`src/sv/u8tok_pkg.sv`:
```
package u8tok_pkg;

  localparam int TableEntriesDef = 64;
  localparam int IdxW            = 6;
  localparam int KeyBytes        = 8;
  localparam int KeyW            = 64;
  localparam int LenW            = 4;
  localparam int IdW             = 16;
  localparam int ByteW           = 8;
  localparam int InDataW         = 104;
  localparam int OutDataW        = 16;

  localparam logic [7:0] MASK_80 = 8'h80;
  localparam logic [7:0] MASK_E0 = 8'hE0;
  localparam logic [7:0] MASK_C0 = 8'hC0;
  localparam logic [7:0] MASK_F0 = 8'hF0;
  localparam logic [7:0] MASK_F8 = 8'hF8;

  typedef enum logic {
    OP_LOAD = 1'b0,
    OP_TEXT = 1'b1
  } op_e;

  typedef struct packed {
    op_e              op;
    logic [IdxW-1:0]  idx;
    logic             ent_valid;
    logic [KeyW-1:0]  key;
    logic [LenW-1:0]  klen;
    logic [IdW-1:0]   id;
    logic [ByteW-1:0] text_byte;
    logic             last;
  } cmd_t;

  typedef struct packed {
    logic            valid;
    logic [KeyW-1:0] key;
    logic [LenW-1:0] klen;
    logic [IdW-1:0]  id;
  } entry_t;

  typedef enum logic [1:0] {
    CP_BAD,
    CP_OK,
    CP_WAIT
  } cp_stat_e;

  typedef struct packed {
    cp_stat_e   stat;
    logic [2:0] len;
  } cp_res_t;

  typedef enum logic [2:0] {
    ST_CLEAR,
    ST_IDLE,
    ST_EVAL,
    ST_SCAN,
    ST_EMIT,
    ST_DONE
  } tok_state_e;

  function automatic logic [2:0] lead_len(input logic [7:0] b);
    logic [2:0] n;
    if ((b & MASK_80) == 8'h00) n = 3'd1;
    else if ((b & MASK_E0) == MASK_C0) n = 3'd2;
    else if ((b & MASK_F0) == MASK_E0) n = 3'd3;
    else if ((b & MASK_F8) == MASK_F0) n = 3'd4;
    else n = 3'd0;
    return n;
  endfunction

endpackage

```
`src/sv/u8tok_front.sv`:
```
module u8tok_front (
  input  logic                          clk,
  input  logic                          rst,
  input  logic                          s_tvalid,
  output logic                          s_tready,
  // idx[5:0], entry_valid[6], key[70:7], key_len[74:71], id[90:75], byte[98:91]
  input  logic [u8tok_pkg::InDataW-1:0] s_tdata,
  input  logic                          s_tuser,  // op
  input  logic                          s_tlast,  // text_last
  input  logic                          busy,
  output logic                          cmd_valid,
  input  logic                          cmd_ready,
  output u8tok_pkg::cmd_t               cmd
);
  import u8tok_pkg::*;

  cmd_t       q [2];
  logic       wr_ptr;
  logic       rd_ptr;
  logic [1:0] count;
  cmd_t       in_cmd;
  logic       push;
  logic       pop;

  always_comb begin
    in_cmd.op        = op_e'(s_tuser);
    in_cmd.idx       = s_tdata[5:0];
    in_cmd.ent_valid = s_tdata[6];
    in_cmd.key       = s_tdata[70:7];
    in_cmd.klen      = s_tdata[74:71];
    in_cmd.id        = s_tdata[90:75];
    in_cmd.text_byte = s_tdata[98:91];
    in_cmd.last      = s_tlast;
  end

  assign s_tready  = (count != 2'd2) && !busy;
  assign cmd_valid = (count != 2'd0);
  assign cmd       = q[rd_ptr];
  assign push      = s_tvalid && s_tready;
  assign pop       = cmd_valid && cmd_ready;

  always_ff @(posedge clk) begin
    if (push) begin
      q[wr_ptr] <= in_cmd;
    end
  end

  always_ff @(posedge clk) begin
    if (rst) begin
      wr_ptr <= 1'b0;
      rd_ptr <= 1'b0;
      count  <= 2'd0;
    end else begin
      if (push) wr_ptr <= ~wr_ptr;
      if (pop) rd_ptr <= ~rd_ptr;
      count <= count + {1'b0, push} - {1'b0, pop};
    end
  end

`ifndef SYNTHESIS
  a_no_push_full: assert property (@(posedge clk) disable iff (rst)
    count == 2'd2 |-> !push) else $error("queue overrun");
  a_no_pop_empty: assert property (@(posedge clk) disable iff (rst)
    count == 2'd0 |=> count != 2'd3) else $error("queue count corrupt");
  a_count_step: assert property (@(posedge clk) disable iff (rst)
    (push && !pop) |=> count == $past(count) + 2'd1) else $error("queue count slip");
`endif

endmodule

```
`config.mk`:
```
export PLATFORM = sky130hd
export DESIGN_NAME = u8tok_front
export DESIGN_NICKNAME = d
export VERILOG_FILES = /design/src/sv/u8tok_pkg.sv /design/src/sv/u8tok_front.sv
export SDC_FILE = /design/constraint.sdc
export NUM_CORES = 1
export LEC_CHECK = 0
export BUFFER_PORTS_ARGS = -buffer_cell sky130_fd_sc_hd__buf_4
export CAP_MARGIN = 20
export CORE_AREA = 10 10 132 134
export CTS_BUF_LIST = sky130_fd_sc_hd__clkbuf_8 sky130_fd_sc_hd__clkbuf_16
export CTS_CLUSTER_SIZE = 25
export DETAILED_ROUTE_END_ITERATION = 8
export DIE_AREA = 0 0 142 144
export PLACE_DENSITY_LB_ADDON = 0.08
export SLEW_MARGIN = 20
export SYNTH_ARGS = -nofsm -noshare
export SYNTH_HDL_FRONTEND = slang
export SYNTH_SLANG_ARGS = --single-unit
```
`constraint.sdc`:
```
create_clock -name clk -period 4.7 [get_ports clk]
set_clock_uncertainty 0.2 [all_clocks]
set_input_delay 0.705 -clock clk [delete_from_list [all_inputs] [get_ports clk]]
set_output_delay 0.705 -clock clk [all_outputs]
set_load 0.05 [all_outputs]
```
Word level (Yosys, flattened, before mapping)
Memories as Yosys holds them, arrays and structs flattened. A register that Yosys moved wholly into a read port is not among the register bits.
Cells that the tools add are included.
{"block": "totals", "ff_bits": 4, "ramBits": 202, "out_inout_bits": 103, "word_cells": 18, "memories": 1}
{"memory": "q", "depth": 2, "word_bits": 101, "rd": 1, "rd_clocked_by_memory_dff": 1, "write_ports": 1, "line_no": "u8tok_front.sv:17", "rtl": "cmd_t q [2];"}
{"block": "classes", "addsub": 2, "n_eq_ne": 1, "mux": 4, "n_bitwise": 2, "reduce_logical": 5}
{"operator": "$mux 1", "count": 4}
{"operator": "$logic_and 1x1->1", "count": 3}
{"operator": "$add 2x1->2", "count": 1}
{"operator": "$ne 2x2->1 const B", "count": 1}
{"operator": "$not 1->1", "count": 2}
{"operator": "$reduce_bool 2->1", "count": 1}
{"operator": "$sub 2x1->2", "count": 1}
{"operator": "$logic_not 1->1", "count": 1}

Longest topological paths before layout
Gate-level depths: netlist (run 1).
{"block": "depth", "word_depth": 5, "depth_mapped": 9, "depth_no_buf": 9}

Worst setup path before layout (run 1)
Ideal clock, no wire load.
{"block": "synth_timing", "path_kind": "input port to flip-flop", "startpoint": "input busy", "endpoint": "memory q[1][0] (netlist name) (enable)", "setup_time_ns": 0.472, "arrival_time_ns": 3.940, "required_ns": 4.028, "setup_slack_ns": 0.088, "path_stages": 2, "path_buffers": 0, "path_cell_list": "nor2_1 > and3_1"}
{"block": "synth_between", "elab_chain_len": 5}
{"element": "from (decl)", "line_no": "u8tok_front.sv:10", "rtl": "input logic busy,"}
{"element": "$logic_not 1->1", "line_no": "u8tok_front.sv:36", "rtl": "assign s_tready = (count != 2'd2) && !busy;"}
{"element": "$logic_and 1x1->1", "line_no": "u8tok_front.sv:36"}
{"element": "$logic_and 1x1->1", "line_no": "u8tok_front.sv:39", "rtl": "assign push = s_tvalid && s_tready;"}
{"element": "$mux 1", "line_no": "u8tok_front.sv:43", "rtl": "if (push) begin"}
{"element": "$mux 1 (implied by the code)", "line_no": "u8tok_front.sv:44", "rtl": "q[wr_ptr] <= in_cmd;"}
{"element": "to (decl)", "line_no": "u8tok_front.sv:17"}
Every way passes these cells.

==> out/qor.yml, run 1 <==
status: "finished clean"
area_delta_synth_final_pct: 30.90
drt_iter0_markers: 184
placementRows: 45
synth_cell_types: 24
dp_hpwl_um: 10600
cap_violations: 0
worstPathRequired_ps: 3800
antenna_cells: 0
worst_r2r_endpoint: "q[0][51]$_DFFE_PP_"
h-tree-depth: 1
fin_area_um2: 9897
tns_ps: 0
regToRegSetupSlack_ps: 2360
r2r_start: "count[0]$_SDFF_PP0_"
leakage_nw: 3.709
cts_buffers: 21
core_um2: 14860
total_power_mw: 5.612
yosys_register_bits: 207
rr_worst_depth: 4
overflow: 0
dpl-instance-area_um2: 9310
synth_nets: 454
drtPass1Iterations: 4
vdd_drop_max_uv: 530.5
die_x_um: 142
hold_start: "s_tdata[90]"
portBuffers: 208
wl_um: 15300
power_density_nw_per_um2: 567.0
drc_errors: 0
synthCells: 341
arrival_ps: 2430
cts_root_buf: "clkbuf_16"
synth.avg_cell_area_um2: 22.17
die-area_um2: 20450
grt_pass1_vias: 4101
rsz0062_at_grt: "false"
crit_path_frequent_cell: "buf_4"
ant_nets: 0
io_pins: 214
crit_chain: "buf_4 > mux2_1 > buf_4"
cp_slowest_cell: "dfxtp_4"
grt_usage: 0.1440
fin_crit_sh: 0.7104
path_max_fanout: 58
nNetsFinal: 678
worst_pin_slew_ps: 814.8
ys_seq_area_frac: 0.8155
criticalPathCategory: "reg2out"
hold-path-endpoint: "q[1][24]$_DFFE_PP_"
avgRoutedWirePerCell_um: 19.97
ctsResizeCount: 0
grt_max_degree: 59
cts_tree: "yes"
slew_headroom: 0.4568
ys.warnings.count: 0
startpoint_type: "register"
postCtsSetupBuffers: 0
hp-class: "in2reg"
gp_congestion: 0.6953
path_clk_slew_ps: 60
drive_gt1_frac: 0.4377
min_path_cells: 1
clock_latency_ps: 470
final_hold_viol_count: 0
setup_viol: 0
drv_slew: 0
max_freq_ghz: 0.2995
grt_pass1_wl_um: 22720
clockBufferDepth: 3
die_h_um: 144
crit_family: "flip-flops"
vias: 3799
cpPeakStageDelay_ps: 860
start_util: 0.5087
crit_path_end_kind: "output port"
viasPerCell: 4.960
layout_min_cycle_time_ps: 3339
ctsHoldBuffers: 0
cts.sinks: 207
cp_num_buf_inv: 2
netlist_area_um2: 7561
antenna_found_initial: 0
==> metal layers <==
| metal | share of wire | GRT usage | routed length [um] |
|---|---|---|---|
| met5 | 0 | 0 | 0 |
| met4 | 0.016 | 0.04034 | 252 |
| met3 | 0.10 | 0.05969 | 1548 |
| met2 | 0.51 | 0.2461 | 7768 |
| met1 | 0.37 | 0.1623 | 5729 |
==> through the flow <==
stage            util  instances  setup WS, ps  hold WS (ps)
4_1_cts        0.6658        766          1291         191.0
3_3_place_gp   0.6263        730          1839         278.9
6_report       0.6658        766          1361         208.8
2_1_floorplan       -        341         87.80         251.8
3_5_place_dp   0.6263        730          1812         283.0
5_1_grt        0.6658        766          1222         189.5
==> cells in the final DEF (no fill, tap or decap), types with 2 or more instances in the layout <==
master and count:
clkinv_2 4, edfxtp_1 202, buf_12 2, buf_4 210
clkinv_1 4, ha_1 2, mux2_2 10, dfxtp_1 4
clkbuf_16 21, mux2_1 91, nor2_1 4, inv_1 8
==> Yosys cell counts <==
cell type | instances | share of area
ha_1 | 2 | 0.0033
xor2_1 | 1 | 0.0012
nor2b_1 | 1 | 0.00083
nand2b_1 | 1 | 0.00083
nor2b_4 | 1 | 0.0018
o21a_2 | 1 | 0.0012
dfxtp_1 | 5 | 0.013
nor3_1 | 1 | 0.00066
inv_1 | 2 | 0.00099
or3_1 | 1 | 0.00083
and3_1 | 1 | 0.00083
buf_2 | 1 | 0.00066
a21oi_1 | 1 | 0.00066
o21ai_0 | 1 | 0.00066
mux2_1 | 91 | 0.14
buf_6 | 9 | 0.013
and2_1 | 1 | 0.00083
edfxtp_1 | 202 | 0.80
mux2_2 | 10 | 0.015
buf_4 | 1 | 0.00099
or2_2 | 1 | 0.00083
nand2_1 | 1 | 0.00050
nor2_1 | 4 | 0.0020
xnor2_1 | 1 | 0.0012
==> how the worst max path moves through the flow <==
stage,depth (start not counted),end
finish,3,cmd[37]
global route,3,cmd[37]
CTS,3,cmd[62]
detailed placement,3,cmd[62]
global placement,3,cmd[37]
floorplan,2,q[1][0]$_DFFE_PP_
==> kinds of logic after synthesis <==
logic type | Yosys count | synth area share
flip-flops | 207 | 0.8155
multiplexers | 101 | 0.1504
buffers and inverters | 13 | 0.01605
AND/OR/NAND/NOR | 13 | 0.009930
AO/OA/AOI/OAI | 3 | 0.002481
XOR/XNOR | 2 | 0.002317
adder cells (fa/ha/maj) | 2 | 0.003309
==> power breakdown <==
group / switching, mW / internal [mW]
registers: 0.110 / 2.19
logic: 1.28 / 0.616
clock network: 0.611 / 0.804
==> layout make-up <==
| class | instances | area [um^2] |
|---|---|---|
| clock buffers | 21 | 525.5 |
| clock inverters | 15 | 61.31 |
| fillers | 1049 | 4967 |
| inverters | 2 | 10.01 |
| multi-input cells | 121 | 1279 |
| flip-flops and latches | 207 | 6170 |
| well taps | 188 | 235.2 |
| repair buffers | 212 | 1617 |
==> registers in the layout, summed over array words and instances, names as in the netlist, named ones only <==
| signal | cells |
|---|---|
| count | 2 |
| q | 202 |
| rd_ptr | 1 |
| wr_ptr | 1 |
(Power assumes the default switching activity.)
==> inputs of run 2 (changes only) <==
clock period = 3.3 ns   (was 4.7 ns; I/O delays follow)
==> out/qor.yml, run 2 (synthesis results as in run 1) <==
path_max_fanout: 29  # -50%
portBuffers: 208  # unchanged
viasPerCell: 4.884  # -1.5%
criticalPathCategory: "reg2out"
power_density_nw_per_um2: 747.5  # +32%
die_h_um: 144  # unchanged
vdd_drop_max_uv: 535.3  # +0.91%
leakage_nw: 4.151  # +12%
core_um2: 14860  # unchanged
grt_usage: 0.1523  # +0.008242
dp_slack_ps: 996.2  # -816.3 ps
gp_congestion: 0.7191  # +3.4%
avgRoutedWirePerCell_um: 18.84  # -5.7%
setup_viol: 0  # unchanged
layout_min_cycle_time_ps: 2725
cts_buffers: 21  # unchanged
grt_use_met1: 0.1730  # +0.01069
clockBufferDepth: 3  # unchanged
max_freq_ghz: 0.3669
reg_top3: "q (202), count (2)"
drv_slew: 0  # unchanged
nNetsFinal: 783  # +15%
ctsResizeCount: 0  # unchanged
h-tree-depth: 1  # unchanged
hp-class: "in2reg"
drc_errors: 0  # unchanged
area_delta_synth_final_pct: 45.08
arrival_ps: 2030  # -400 ps
dpl.cell_count: 734  # +0.55%
placementRows: 45  # unchanged
rsz0062_at_grt: "false"
grt_pass1_wl_um: 24500  # +7.8%
antenna_found_initial: 0  # unchanged
die_x_um: 142  # unchanged
drtPass1Iterations: 4  # unchanged
total_power_mw: 8.200  # +46%
worstPathRequired_ps: 2600  # -1200 ps
cts_tree: "yes"
drive_gt1_frac: 0.3750  # -0.06272
fin_crit_sh: 0.8259
slew_headroom: 0.6428  # +0.1860
fillers: 898  # -14%
grt_pass1_vias: 4615  # +13%
final_cell_mix: "213 x buf_4, 202 x edfxtp_1, 101 x dlygate4sd3_1"
wl_um: 16370  # +7.0%
crit_path_end_kind: "output port"
ant_nets: 0  # unchanged
final_hold_viol_count: 0  # unchanged
start_util: 0.5087  # unchanged
cap_violations: 0  # unchanged
gr-usage-met2: 0.2662  # +0.02016
finalNonFillerCells: 869  # +13%
global_route.usage.met3: 0.05149  # -0.008199
hold_ws_ps: 21.80  # -187.0 ps
cts_root_buf: "clkbuf_16"
top_usage_layer: "met2"
vias: 4244  # +12%
tns_ps: 0  # unchanged
io_pins: 214  # unchanged
largest_reg_flops: 202  # unchanged
final_common_cell: "buf_4"
clock_latency_ps: 470  # about the same
startpoint_type: "register"
cts.sinks: 207  # unchanged
fin_ws_ps: 574.6  # -786.5 ps
drt_iter0_markers: 205  # +11%
worst_pin_slew_ps: 535.9  # -279.0 ps
dp_hpwl_um: 10860  # +2.5%
die-area_um2: 20450  # unchanged
status: "finished clean"
grt_max_degree: 63  # +6.8%
overflow: 0  # unchanged
top_register: "q"
path_clk_slew_ps: 60  # about the same
==> run 2: layout make-up <==
class                   instances  area, um^2  share of cell area
diodes                          1       2.502           0.0002281
clock buffers                  21       525.5             0.04791
clock inverters                12       76.32            0.006958
inverters                       2       11.26            0.001027
multi-input cells             121        1279              0.1166
flip-flops and latches        207        6170              0.5624
well taps                     188       235.2             0.02144
repair buffers                317        2670              0.2434
==> run 2: path summary, 6_finish.rpt <==
check                           slack (ps)                   to           startpoint  cells past startpoint
worst max register to register        1160   q[1][12]$_DFFE_PP_  count[0]$_SDFF_PP0_                      4
worst max-delay path                   570              cmd[69]             register                      3
worst min register to register         310  wr_ptr$_SDFFE_PP0N_  wr_ptr$_SDFFE_PP0N_                      2
worst min-delay path                    20   q[0][16]$_DFFE_PP_          s_tdata[82]                      1
==> run 2: per-layer routing <==
| layer | vias to the layer above | share of wire |
|---|---|---|
| met4 | 0 | 0.015 |
| li1 | 1997 | - |
| met2 | 136 | 0.52 |
| met5 | - | 0 |
| met1 | 2092 | 0.38 |
| met3 | 19 | 0.080 |
==> run 2: report_power, final <==
| group | internal (mW) | switching, mW | leakage [nW] | total [mW] |
|---|---|---|---|---|
| clock | 1.22 | 0.862 | 0.319 | 2.08 |
| sequential | 3.12 | 0.105 | 1.89 | 3.23 |
| combinational | 0.982 | 1.91 | 1.94 | 2.89 |
| total | 5.32 | 2.88 | 4.15 | 8.20 |
==> run 2: repair_timing <==
action / 4_1_cts / 5_1_grt
hold endpoints to repair: 200 / 0
setup buffers: 0 / 0
hold buffers: 101 / 0
==> run 2: worst max-delay path: stages (launching register included) <==
cell and delay (ps):
dfxtp_4 620, buf_4 350, mux2_1 370, buf_4 200
==> run 2: per-stage QoR <==
step                utilization  instance area, um^2
CTS                      0.7378                10970
finish                   0.7380                10970
floorplan                     -                 7566
detailed placement       0.6293                 9354
global route             0.7378                10970
global placement         0.6293                 9354
==> inputs of run 3 (changes only) <==
ABC_AREA = 1   (was unset)
CORE_AREA = 10 10 142 144   (was 10 10 132 134)
DIE_AREA = 0 0 152 154   (was 0 0 142 144)
clock period = 2.3 ns   (was 3.3 ns; I/O delays follow)
==> out/qor.yml, run 3 <==
dp_slack_ps: 376.1  # -620.1 ps
ys.warnings.count: 0  # unchanged
power_density_nw_per_um2: 1034  # +38%
slew_headroom: 0.6491  # +0.006313
final_cell_mix: "202 x edfxtp_1, 187 x buf_4, 103 x dlygate4sd3_1"
yosys_register_bits: 207  # unchanged
placementRows: 48  # +6.7%
seqPwrFrac: 0.372  # -0.022
regToRegSetupSlack_ps: 490  # -670 ps
power_frac_comb: 0.348  # -0.005
hold-path-endpoint: "wr_ptr$_SDFFE_PP0N_"
cts_root_buf: "clkbuf_16"
synth_area_leader_cell: "edfxtp_1"
status: "finished clean"
die-area_um2: 23410  # +14%
grt_pass1_vias: 4814  # +4.3%
grt_max_degree: 84  # +33%
reg_top3: "q (202), count (2)"
p_int_mw: 8.386  # +58%
die_h_um: 154  # +6.9%
final_hold_viol_count: 0  # unchanged
criticalPathCategory: "reg2out"
portBuffers: 208  # unchanged
fin_crit_sh: 0.9862
max_freq_ghz: 0.4409
fin_ws_ps: 31.76  # -542.8 ps
swShare: 0.3159  # -0.03492
synth_edf_count: 202  # unchanged
vias: 4361  # +2.8%
grt_pass1_wl_um: 26230  # +7.1%
worstPathRequired_ps: 1750  # -850 ps
io_pins: 214  # unchanged
synth.avg_cell_area_um2: 22.60  # +1.9%
clock_latency_ps: 480  # about the same
worst_r2r_endpoint: "q[1][50]$_DFFE_PP_"
path_clk_slew_ps: 60  # about the same
drv_slew: 0  # unchanged
leakage_nw: 4.662  # +12%
nNetsFinal: 808  # +3.2%
cts.sinks: 207  # unchanged
hp-class: "in2reg"
largest_reg_flops: 202  # unchanged
crit_path_end_kind: "output port"
netlist_area_um2: 7999  # +5.8%
vdd_drop_max_uv: 710.1  # +33%
dpl-instance-area_um2: 9818  # +5.0%
clkPwrFrac: 0.280  # +0.026
antenna_found_initial: 1  # +1
synthTopCellsByCount: "202 x edfxtp_1, 90 x mux2_4, 11 x inv_1, 11 x mux2_2, 9 x buf_12"
ant_nets: 0  # unchanged
die_x_um: 152  # +7.0%
worst_pin_slew_ps: 526.4  # -9.470 ps
min_path_cells: 5  # +4
viasPerCell: 4.679  # -4.2%
dp_hpwl_um: 10990  # +1.2%
met3WireLength_um: 1447  # +11%
wl_um: 17260  # +5.4%
async_flop_share: 0  # unchanged
drive_gt1_frac: 0.5127  # +0.1377
h-tree-depth: 1  # unchanged
synth.top_cell.area_share: 0.7583  # -0.04392
layout_min_cycle_time_ps: 2268
synthCells: 354  # +3.8%
rsz0062_at_grt: "true"
path_max_fanout: 12  # -59%
final_common_cell: "edfxtp_1"
synth_area_leaders: "edfxtp_1 76%, mux2_4 17%, buf_12 2.3%"
gp_congestion: 0.7347  # +2.2%
drtPass1Iterations: 4  # unchanged
arrival_ps: 1720  # -310 ps
cts_buffers: 22  # +4.8%
cpPeakStageDelay_ps: 410  # -210 ps
synthFlopType: "edfxtp_1"
synth_cell_types: 15  # -38%
r2r_start: "count[0]$_SDFF_PP0_"
met2WireLength_um: 8809  # +2.5%
cts_tree: "yes"
cp_slowest_cell: "dfxtp_4"
core_um2: 17180  # +16%
ys_seq_area_frac: 0.7708  # -0.04465
clockBufferDepth: 3  # unchanged
drt_iter0_markers: 202  # -1.5%
hold_start: "s_tvalid"
area_delta_synth_final_pct: 48.22
synth_nets: 467  # +2.9%
synth_most_common_cell: "edfxtp_1"
avgRoutedWirePerCell_um: 18.51  # -1.7%
setup_viol: 0  # unchanged
wl_met1_um: 6799  # +9.2%
top_register: "q"
p_switching_mw: 3.872  # +35%
start_util: 0.4657  # -0.04298
crit_chain: "bufbuf_16 > mux2_4 > buf_4"
total_power_mw: 12.26  # +49%
top_layer: "met4"
rr_worst_depth: 5  # +1
cap_violations: 0  # unchanged
fin_area_um2: 11860  # +8.1%
startpoint_type: "register"
drc_errors: 0  # unchanged
grt_usage: 0.1386  # -0.01369
tns_ps: 0  # unchanged
overflow: 0  # unchanged
run 3: cell types whose count changed in the layout (fill, tap and decap cells not counted), sizes merged, moves of 3 or more:
| cell | before | now |
|---|---|---|
| nand2 | 1 | 8 |
| buf | 216 | 221 |
| clkbuf | 21 | 26 |
| nor2 | 4 | 7 |
| nand3 | 0 | 3 |
| inv | 9 | 13 |
run 3: stage by stage:
stage	std cells	hold WS, ps	util
after global placement	784	269.5	0.5716
after global routing	932	78.61	0.6903
after detailed placement	784	288.5	0.5716
after floorplan	354	208.8	-
final	932	62.31	0.6903
after CTS	927	44.19	0.6820
run 3: cell type report:
type | count | area (um^2)
flip-flops and latches | 207 | 6172
fillers | 1167 | 5320
repair buffers | 328 | 3022
multi-input cells | 125 | 1629
clock buffers | 23 | 575.6
well taps | 225 | 281.5
clock inverters | 12 | 128.9
inverters | 11 | 45.04
diodes | 1 | 2.502
run 3: logic make-up after synthesis:
| family | synth area share |
|---|---|
| AND/OR/NAND/NOR | 0.009699 |
| adder cells (fa/ha/maj) | 0.003128 |
| buffers and inverters | 0.02972 |
| AO/OA/AOI/OAI | 0.002190 |
| flip-flops | 0.7708 |
| multiplexers | 0.1844 |
run 3: timing repair:
item                                    CTS  global route
buffers inserted                          5             0
hold endpoints to repair                207             0
hold buffers                            103             0
endpoints found under the setup margin   92            43
gates cloned                              1             4
resized for setup                        22            14
run 3: worst max-delay path, delay by kind of cell (launching register included):
| kind | cells | cell delay [ps] |
|---|---|---|
| multiplexers | 1 | 310 |
| flip-flops | 1 | 410 |
| buffers and inverters | 2 | 520 |
run 3: how the worst max path moves through the flow:
stage / cells past startpoint / end / start
floorplan: 4 / q[0][0]$_DFFE_PP_ / count[0]$_SDFF_PP0_
detailed placement: 3 / cmd[100] / register
global placement: 3 / cmd[100] / register
finish: 3 / cmd[96] / register
global route: 3 / cmd[15] / register
CTS: 4 / cmd[0] / register
run 3: metal layers:
metal | track usage | vias to the layer above
li1 | - | 2063
met1 | 0.1613 | 2132
met2 | 0.2367 | 149
met3 | 0.05049 | 17
met4 | 0.03714 | 0
met5 | 0 | -
run 3: power groups by stage:
| stage | Combinational [mW] | Clock (mW) | Sequential, mW |
|---|---|---|---|
| finish | 4.27 | 3.43 | 4.56 |
| global route | 4.47 | 3.68 | 4.58 |
| CTS | 4.19 | 3.53 | 4.56 |
| detailed placement | 3.82 | 0 | 4.66 |
| global placement | 3.80 | 0 | 4.65 |
| floorplan | 2.94 | 0 | 4.61 |
